[src/design/chunked_moving_average_rate_meter_defines.svh]
// Assertion macros for the chunked moving average rate meter.
// Used by the top level; expects clk and arst_n in the enclosing module.
`ifndef CHUNKED_MOVING_AVERAGE_RATE_METER_DEFINES_SVH
`define CHUNKED_MOVING_AVERAGE_RATE_METER_DEFINES_SVH
`ifndef SYNTH
`define CMAR_AST_IMP(lbl, a, b, msg) lbl: assert property (@(posedge clk) disable iff (!arst_n) \
	(a) |-> (b)) else $error(msg);
`define CMAR_AST_NXT(lbl, a, b, msg) lbl: assert property (@(posedge clk) disable iff (!arst_n) \
	(a) |=> (b)) else $error(msg);
`else
`define CMAR_AST_IMP(lbl, a, b, msg)
`define CMAR_AST_NXT(lbl, a, b, msg)
`endif
`endif

[src/design/cmar_pkg.sv]
// Shared types and constants of the chunked moving average rate meter.
// No dependencies.
package cmar_pkg;
	localparam int DIV_NW = 66;
	localparam int DIV_DW = 40;
	localparam int DIV_STEPS = 66;
	localparam logic [29:0] NS_PER_SEC = 30'd1000000000;
	localparam logic [47:0] MAX48 = 48'hFFFF_FFFF_FFFF;
	localparam logic [1:0] REG_CHUNK_LENGTH = 2'd0;
	localparam logic [1:0] REG_CHUNK_COUNT = 2'd1;

	typedef enum logic [4:0] {
		S_CLEAR, S_IDLE, S_SP_M, S_SP_DS, S_SP_DW, S_LOOP,
		S_CU_M1, S_CU_M2, S_CU_ADD, S_CU_DS, S_CU_DW, S_CU_WR,
		S_CL0, S_CL1, S_CA_ADD, S_CA_DS, S_CA_DW, S_SL_DS, S_SL_DW, S_CL_END,
		S_RP0, S_RP1, S_RP2, S_RP3, S_RP4, S_OUT
	} state_t;

	typedef struct packed {
		logic                start;
		logic [DIV_NW-1:0]   dividend;
		logic [DIV_DW-1:0]   divisor;
	} div_req_t;
endpackage

[src/design/cmar_div.sv]
// Restoring divider, one quotient bit per cycle.
// Uses cmar_pkg for widths and the request struct.
module cmar_div (
	input  logic                          clk,
	input  logic                          arst_n,
	input  cmar_pkg::div_req_t            req,
	output logic                          done,
	output logic [cmar_pkg::DIV_NW-1:0]   quotient
);
	localparam int NW = cmar_pkg::DIV_NW;
	localparam int DW = cmar_pkg::DIV_DW;

	logic          busy_q, done_q;
	logic [6:0]    cnt_q;
	logic [NW-1:0] dvd_q;
	logic [DW-1:0] rem_q, dvs_q;
	logic [DW:0]   rem_sh, rem_sub;
	logic          ge;

	always_comb begin
		rem_sh = {rem_q, dvd_q[NW-1]};
		ge = rem_sh >= {1'b0, dvs_q};
		rem_sub = rem_sh - {1'b0, dvs_q};
	end

	always_ff @(posedge clk or negedge arst_n) begin
		if (!arst_n) begin
			busy_q <= 1'b0;
			done_q <= 1'b0;
			cnt_q <= '0;
		end else begin
			done_q <= 1'b0;
			if (req.start) begin
				busy_q <= 1'b1;
				cnt_q <= '0;
			end else if (busy_q) begin
				cnt_q <= cnt_q + 7'd1;
				if (cnt_q == 7'(cmar_pkg::DIV_STEPS - 1)) begin
					busy_q <= 1'b0;
					done_q <= 1'b1;
				end
			end
		end
	end

	always_ff @(posedge clk) begin
		if (req.start) begin
			dvd_q <= req.dividend;
			dvs_q <= req.divisor;
			rem_q <= '0;
		end else if (busy_q) begin
			rem_q <= ge ? rem_sub[DW-1:0] : rem_sh[DW-1:0];
			dvd_q <= {dvd_q[NW-2:0], ge};
		end
	end

	assign done = done_q;
	assign quotient = dvd_q;
endmodule

[config.mk]
export PLATFORM = sky130hd
export DESIGN_NAME = cmar_div
export DESIGN_NICKNAME = d
export VERILOG_FILES = /design/src/design/chunked_moving_average_rate_meter_defines.svh /design/src/design/cmar_pkg.sv /design/src/design/cmar_div.sv
export SDC_FILE = /design/constraint.sdc
export NUM_CORES = 1
export LEC_CHECK = 0
export BUFFER_PORTS_ARGS = -buffer_cell sky130_fd_sc_hd__buf_2
export CORE_MARGIN = 2
export CORE_UTILIZATION = 30
export CTS_CLUSTER_SIZE = 25
export DETAILED_ROUTE_END_ITERATION = 7
export SYNTH_ARGS = -nofsm -noshare
export SYNTH_HDL_FRONTEND = slang
export SYNTH_SLANG_ARGS = --single-unit
[constraint.sdc]
create_clock -name clk -period 6.8 [get_ports clk]
set_input_delay 0.68 -clock clk [delete_from_list [all_inputs] [get_ports clk]]
set_output_delay 0.68 -clock clk [all_outputs]
set_load 0.005 [all_outputs]
==> After elaboration in Yosys (flattened, before gate mapping) <==
Index checks and enable logic that the tools add are counted.
{ "classes": {"add_sub_neg": 2, "n_lt_le_gt_ge": 1, "eq_ne": 1, "mux": 11, "n_reduce_logical": 1} }
{ "op_table": {"columns": ["cell", "n"], "rows": [
  ["66-bit two-way mux", 2],
  ["41-bit by 40-bit greater-or-equal comparator with 1-bit output", 1],
  ["40-bit two-way mux", 1],
  ["40-bit subtractor", 1],
  ["7-bit two-way mux", 2],
  ["7-bit by 1-bit adder with 7-bit output (second input constant)", 1],
  ["7-bit == test (second input constant)", 1],
  ["1-bit two-way mux", 6],
  ["2-bit nonzero test", 1]
]} }
{ "totals": {"reg_bits": 155, "inputBits": 109, "out_inout_bits": 67, "word_cells": 22} }

==> Logic depth before layout (Yosys ltp) <==
Gate-level depths: netlist of the first run.
{ "depth": {"word_depth": 4, "depth_mapped": 14, "mapped_depth_nobuf": 13} }

==> Worst setup path after synthesis of the first run <==
Ideal clock, no wire load.
{ "synth_timing": {"kind": "input-to-reg", "from": "input port req[106] (netlist name)", "to": "register dvd_q[0], in the netlist quotient[0], enable pin", "setup_time_ns": 0.421, "t_arrival_ns": 2.484, "required_ns": 6.379, "slack_ns": 3.895, "cell_stages": 4, "n_path_buf": 2, "cell_sequence": "clkbuf_1 -> nor2_1 -> clkbuf_1 -> inv_1"} }
{ "synth_via": {"elab_chain_cells": 1} }
{ "synth_lines": {"columns": ["element", "line_no", "text"], "rows": [
  ["start, declared", "cmar_div.sv:6", "input cmar_pkg::div_req_t req,"],
  ["2-bit nonzero test (no line)", null, null],
  ["end signal, assigned", "cmar_div.sv:48", "dvd_q <= req.dividend;"],
  ["end signal, assigned", "cmar_div.sv:53", "dvd_q <= {dvd_q[NW-2:0], ge};"],
  ["end, declared", "cmar_div.sv:15", "logic [NW-1:0] dvd_q;"]
]} }
No other way between the ends.
A chain may end at the register's enable or synchronous reset.

==> Worst setup path in the final report of the first run <==
{ "layout_timing": {"from": "register dvs_q[20]", "to": "register rem_q[4]"} }
{ "layout_via": {"elab_chain_cells": 2} }
{ "layout_lines": {"columns": ["element", "line_no", "text"], "rows": [
  ["start, declared", "cmar_div.sv:16", "logic [DW-1:0] rem_q, dvs_q;"],
  ["start signal, assigned", "cmar_div.sv:49", "dvs_q <= req.divisor;"],
  ["41-bit by 40-bit greater-or-equal comparator with 1-bit output", "cmar_div.sv:22", "ge = rem_sh >= {1'b0, dvs_q};"],
  ["40-bit two-way mux", "cmar_div.sv:52", "rem_q <= ge ? rem_sub[DW-1:0] : rem_sh[DW-1:0];"],
  ["end signal, assigned", "cmar_div.sv:52", null],
  ["end, declared", "cmar_div.sv:16", null]
]} }
No other way between the ends.

==> results of run 1 <==
## sequential cells by signal, summed over array words and instances, names as in the netlist
| register | count |
|---|---|
| busy_q | 1 |
| cnt_q | 7 |
| quotient | 66 |
| dvs_q | 40 |
| rem_q | 40 |
| done | 1 |
## worst paths after layout
path                                        startpoint                endpoint  depth (start not counted)  slack [ns]
max in group asynchronous                       arst_n        busy_q$_DFF_PN0_                          1        6.51
worst max register to register     dvs_q[20]$_DFFE_PP_   rem_q[4]$_SDFFE_PP0P_                         12        2.99
worst min register to register  rem_q[12]$_SDFFE_PP0P_  rem_q[12]$_SDFFE_PP0P_                          2        0.49
min in group clk                               req[10]     dvs_q[10]$_DFFE_PP_                          1        0.42
worst min-delay path                            arst_n          done$_DFF_PN0_                          1        0.09
worst max-delay path               dvs_q[20]$_DFFE_PP_   rem_q[4]$_SDFFE_PP0P_                         12        2.99
## cell families (layout without fill, tap and decap cells)
group / after synthesis / count (layout)
AO/OA/AOI/OAI: 208 / 208
XOR/XNOR: 40 / 40
adder cells (fa/ha/maj): 43 / 43
buffers and inverters: 101 / 268
flip-flops: 155 / 155
multiplexers: 92 / 92
other: 0 / 1
AND/OR/NAND/NOR: 178 / 178
## layout by cell type, fill, tap and decap left out, types with 30 or more instances in the layout
| master | Yosys | routed |
|---|---|---|
| buf_2 | 4 | 174 |
| edfxtp_1 | 106 | 106 |
| mux2_2 | 65 | 65 |
| nor2_1 | 62 | 62 |
| a21oi_1 | 57 | 57 |
| inv_1 | 55 | 54 |
| nand2_1 | 48 | 48 |
| ha_1 | 42 | 42 |
| dfxtp_1 | 40 | 40 |
| o21ai_0 | 35 | 35 |
| a211oi_1 | 30 | 30 |
## Yosys cell counts, types with 5 or more instances
cell type / count
o211ai_1: 7
nand2_1: 48
nand4_1: 8
nand2b_1: 5
nor2_1: 62
o31ai_1: 5
dfrtp_1: 9
a31oi_1: 6
edfxtp_1: 106
xor2_1: 13
nor3_1: 7
mux2_2: 65
and3_1: 9
mux2i_1: 27
ha_1: 42
a21o_1: 25
dfxtp_1: 40
nand3_1: 15
a211oi_1: 30
clkbuf_1: 35
a21oi_1: 57
o21a_1: 6
o21bai_1: 9
inv_1: 55
xnor2_1: 27
o21ai_0: 35
## stage by stage
stage / hold slack, ns / std cells / power (mW)
2_1_floorplan: 0.384 / 817 / 2.46
6_report: 0.0856 / 1369 / 3.76
4_1_cts: 0.0688 / 1368 / 3.80
3_5_place_dp: 0.480 / 1336 / 2.79
3_3_place_gp: 0.475 / 1336 / 2.78
5_1_grt: 0.0789 / 1368 / 4.02
## per-layer routing
metal | global-route usage (%) | share of wire (%) | vias to the layer above
li1 | - | - | 3315
met1 | 18.7 | 43 | 3187
met2 | 24.2 | 46 | 233
met3 | 5.27 | 8.1 | 27
met4 | 5.31 | 2.0 | 2
met5 | 0 | 0.058 | -
## worst reg2reg max path, cell delays in order (launching register included)
cell      delay (ns)
edfxtp_1        0.33
inv_1           0.05
ha_1            0.42
nand4_2         0.19
or3_1           0.45
nor3_2          0.21
o221ai_2        0.14
nand3_2         0.12
nand3_1         0.39
and2_2          0.52
buf_4           0.35
o311a_1         0.42
nor3_2          0.16
## power by group
group          internal (mW)  leakage (nW)  total [mW]  switching, mW
logic                  0.656          2.87        1.49          0.837
clock network          0.497         0.293       0.969          0.473
registers               1.18          1.53        1.30          0.116
## area by class of cell
class | instances | area, um^2
Tap cell | 384 | 480
Timing Repair Buffer | 181 | 927
Multi-Input combinational cell | 561 | 4100
Inverter | 55 | 206
Clock inverter | 15 | 170
Antenna cell | 1 | 2.50
Fill cell | 2940 | 18200
Clock buffer | 17 | 425
Sequential cell | 155 | 4210
==> results.md, run 1 <==
- Status: finished clean
- Largest cells by area after synthesis: edfxtp_1 36%, dfxtp_1 9.2%, mux2_2 8.4%
- Critical path fanouts, max: 31
- Xor and xnor area share after synthesis: 4.01%
- Drc violations: 0
- Maximum VDD drop: 0.183 mV
- Cell Chain, Critical Path: inv_1, ha_1, nand4_2, or3_1, nor3_2, o221ai_2, nand3_2, nand3_1, and2_2, buf_4, o311a_1, nor3_2
- Fin nets: 1,123
- Clk_skew: 0.0161 ns
- All-Layer GR Usage: 15.0%
- Family with the most delay on the worst path: simple AND/OR/NAND/NOR gates
- Maximum clock insertion buffer count: 2
- CTS-repair resized insts: 0
- Initial antenna violation count: 2
- Most used cell, CP: nor3_2
- Netlist cell types: 59
- Worst EP required: 7.17 ns
- Max stage delay on crit path: 0.52 ns
- Synthesized area per cell: 10.7 um^2
- Cell Rows: 62
- DRT antenna net count: 0
- Slowest cell on the critical path: and2_2
- GRT overflow: 0
- Synthesized instance count: 817
- Post-synth ARST share: 5.81%
- Clk root buf: clkbuf_16
- Largest family of logic cells by synthesized area: compound AO/OA/AOI/OAI gates
- Max Cap Viol: 0
- Adder-Cell Fraction of Synth Area: 6.25%
- CTS tree: yes
- Max-slew headroom: 43.4%
- Final Cell Area: 10,500 um^2
- Port-buffer cells: 175
- Setup violators final: 0
- Data arrival, critical path: 4.18 ns
- Hold Crit Class: primary input to async pin
- Netlist Area Pre-Place: 8730 um^2
- #FFs+latches synth: 155
- DRT Pass-1 Iters: 5
- Clock buffer count from CTS: 17
- Post-synth net total: 969
- Hpwl dp: 16.0 mm
- Slew of the pin with the lowest slew margin: 0.849 ns
- Vias: 6,764
- CP Launch Type: flop
- Seq/Total Area, Yosys: 48.2%
- Max Slew Vio Count: 0
- Area Growth Syn to Fin: 20.5%
- Share of layout cells above drive strength 1: 29.5%
- Dpl ws: 3.02 ns
- RSZ-0062 raised after global routing: false
- Vias in the first global route: 6,852
- Core Util, Final: 36.6%
- Clock insertion delay at the later pin of the skew report: 0.44 ns
- Worst setup EP type: flop
- WP buf/inv: 2
- CTS Sinks: 155
- Power Density: 357 nW/um^2
- Clock H-tree levels: 4
- Area share of and/or/nand/nor cells after synthesis: 9.62%
- Initial core utilization: 30.4%
- Mux share of post-synthesis cell area: 11.5%
- Post-DP Area: 9920 um^2
- P_leak: 4.70 nW
- Final WS setup: 2.99 ns
- Final period utilization: 56.0%
- Final hold viol count: 0
- Number of synthesis warnings: 0
- Synth Area in Compound Gates: 15.6%
- Drt wl/cell: 16.4 um
- Die Width: 175 um
- Ports: 176
- Vias per cell: 4.94
- Post-synth EDFFs: 106
- Die area: 30,500 um^2
- Core Region: 28,700 um^2
- Top cell type's share of synthesized area: 36.5%
- Die Ht: 175 um
- Setup Crit Path Kind: flop to flop
- Final setup TNS: 0 ns
- Clk pin slew, worst setup/hold paths: 0.08 ns
- Most used DFF post-synth: edfxtp_1
- Leading area contributor after synthesis: edfxtp_1
- Largest net degree at the start of global routing: 68
- Hold_buf cts: 0
- First-pass GRT wire length: 36.1 mm
- 1st-iter DRT viols: 432
- Fmax: 262 MHz
- Final Wtd Congestion: 0.864
- Period minus WS final: 3.81 ns
- Postcts setup bufs: 0
- Total detailed-routing wirelength: 22.4 mm
Note: power is estimated with default switching activity, not from simulation.
==> inputs of run 2 (changes only) <==
- clock period: 6.8 -> 3.2 ns (I/O delays scaled with it)
==> results.md, run 2 (same netlist as run 1, synthesis figures left out) <==
- Commonest non-fill, non-tap cells in the layout: 174 x buf_2, 106 x edfxtp_1, 65 x mux2_2
- Drt wl/cell: 16.3 um (-0.35%)
- CTS tree: yes
- Setup Crit Path Kind: flop to flop
- Critical path fanouts, max: 5 (-84%)
- Dpl ws: 0.0649 ns (-2.95 ns)
- Max Slew Vio Count: 0 (unchanged)
- Vias: 6,782 (+0.27%)
- GRT overflow: 0 (unchanged)
- Initial antenna violation count: 4 (+2)
- Vias per cell: 4.89 (-1.1%)
- Part of the power in the clock network: 25.2% (-0.6 points)
- CP Launch Type: flop
- Clock insertion delay at the later pin of the skew report: 0.44 ns (about the same)
- Seq. cell area: 4210 um^2 (unchanged)
- Cell Rows: 62 (unchanged)
- Hpwl dp: 16.3 mm (+1.7%)
- RSZ-0062 raised after global routing: false
- Final WS setup: 0.277 ns (-2.71 ns)
- First-pass GRT wire length: 36.3 mm (+0.42%)
- Die Ht: 175 um (unchanged)
- Drc violations: 0 (unchanged)
- Reported net switching power: 3.00 mW (+110%)
- Port-buffer cells: 175 (unchanged)
- Max Cap Viol: 0 (unchanged)
- Worst setup EP type: flop
- Initial core utilization: 30.4% (unchanged)
- Max-slew headroom: 42.9% (-0.54 points)
- Area of the multi-input gates: 4120 um^2 (+0.58%)
- Fin nets: 1,140 (+1.5%)
- Fill cells: 2,940 (unchanged)
- Hold Crit Class: primary input to flop
- P_int: 5.13 mW (+120%)
- Worst EP required: 3.50 ns (-3.67 ns)
- Clk root buf: clkbuf_16
- Setup violators final: 0 (unchanged)
- P_leak: 4.77 nW (+1.6%)
- Leading cell type in the layout, fill and taps excluded: buf_2
- Sequential share of power: 33.9% (-0.6 points)
- Clock buffer count from CTS: 17 (unchanged)
- Clk_skew: 0.0155 ns (-0.000620 ns)
- Share of layout cells above drive strength 1: 31.1% (+1.6 points)
- 1st-iter DRT viols: 400 (-7.4%)
- Final hold viol count: 0 (unchanged)
- All-Layer GR Usage: 15.1% (+0.088 points)
- Final Wtd Congestion: 0.872 (+0.96%)
- Final period utilization: 91.3% (+35 points)
- Status: finished clean
- Comb pwr share: 40.9% (+1.2 points)
- Area Growth Syn to Fin: 22.4%
- Final setup TNS: 0 ns (unchanged)
- Number of flip-flops in the largest register: 66 (unchanged)
- Slew of the pin with the lowest slew margin: 0.857 ns (+0.00808 ns)
- Core Region: 28,700 um^2 (unchanged)
- Die area: 30,500 um^2 (unchanged)
- Fmax: 342 MHz (+30%)
- DRT Pass-1 Iters: 5 (unchanged)
- Vias in the first global route: 6,863 (+0.16%)
- DRT antenna net count: 0 (unchanged)
- Ports: 176 (unchanged)
- Maximum clock insertion buffer count: 2 (unchanged)
- Clk pin slew, worst setup/hold paths: 0.08 ns (about the same)
- R2r worst-path depth: 14 (+2)
- Clock H-tree levels: 4 (unchanged)
- Die Width: 175 um (unchanged)
- Maximum VDD drop: 0.354 mV (+93%)
- Total detailed-routing wirelength: 22.6 mm (+1.0%)
- Switching portion of total power: 36.9% (-0.98 points)
- Power Density: 762 nW/um^2 (+110%)
- Data arrival, critical path: 3.22 ns (-0.96 ns)
- Period minus WS final: 2.92 ns (-0.888 ns)
- CTS Sinks: 155 (unchanged)
- Largest net degree at the start of global routing: 67 (-1.5%)
- Worst hold path depth: 1
==> run 2: worst max-delay path, stage by stage, from the launching register on <==
cell and delay [ns]:
edfxtp_1 0.40, inv_1 0.07, ha_1 0.15, inv_1 0.06
fa_2 0.37, a211oi_2 0.23, nor2_2 0.10, o21ai_1 0.23
o311ai_2 0.15, a311oi_1 0.26, buf_4 0.17, o221ai_1 0.18
xor2_1 0.19, mux2i_1 0.13, o21ai_0 0.08
==> run 2: final cells by class <==
type | instances | share of cell area (%)
clock buffers | 18 | 4.02
clock inverters | 14 | 1.44
repair buffers | 198 | 10.0
flip-flops and latches | 155 | 39.4
well taps | 384 | 4.50
inverters | 55 | 1.93
diodes | 3 | 0.0703
multi-input cells | 561 | 38.6
==> run 2: power by group through the flow <==
stage               clock [mW]  combinational, mW  sequential, mW
finish                    2.05               3.33            2.76
global route              2.19               3.68            2.81
CTS                       2.12               3.28            2.76
detailed placement           0               3.25            2.79
global placement             0               3.24            2.79
floorplan                    0               2.48            2.74
==> run 2: final timing paths <==
check,from,to,slack (ns)
min in group asynchronous,arst_n,done$_DFF_PN0_,0.26
worst max register to register,quotient[65]$_DFFE_PP_,rem_q[34]$_SDFFE_PP0P_,0.28
worst min-delay path,req[37],dvs_q[37]$_DFFE_PP_,0.05
worst max-delay path,quotient[65]$_DFFE_PP_,rem_q[34]$_SDFFE_PP0P_,0.28
max in group asynchronous,arst_n,busy_q$_DFF_PN0_,2.73
worst min register to register,rem_q[32]$_SDFFE_PP0P_,rem_q[32]$_SDFFE_PP0P_,0.48
==> run 2: routing by layer <==
| metal | part of all wire (%) | wire length, um | vias to the layer above | global-route usage [%] |
|---|---|---|---|---|
| met3 | 7.8 | 1760 | 23 | 5.40 |
| met1 | 45 | 10200 | 3194 | 19.5 |
| met4 | 1.2 | 281 | 4 | 4.72 |
| met2 | 46 | 10400 | 211 | 23.7 |
| li1 | - | - | 3350 | - |
| met5 | 0.11 | 24 | - | 0 |
==> run 2: stage by stage <==
step	instances	instance area [um^2]	utilization (%)	total power [mW]	hold WS, ns
2_1_floorplan	817	8730	-	5.22	0.0244
3_3_place_gp	1349	10000	34.9	6.03	0.188
3_5_place_dp	1349	10000	34.9	6.04	0.186
4_1_cts	1382	10600	37.0	8.16	0.0249
5_1_grt	1385	10700	37.2	8.69	0.0331
6_report	1388	10700	37.2	8.14	0.0506
==> run 2: timing repair <==
| action | in CTS | in global routing |
|---|---|---|
| gates resized for setup | 0 | 7 |
| hold buffers | 1 | 0 |
| setup buffers | 0 | 3 |
| endpoints found under the hold margin | 9 | 0 |
| setup endpoints to repair | 0 | 18 |
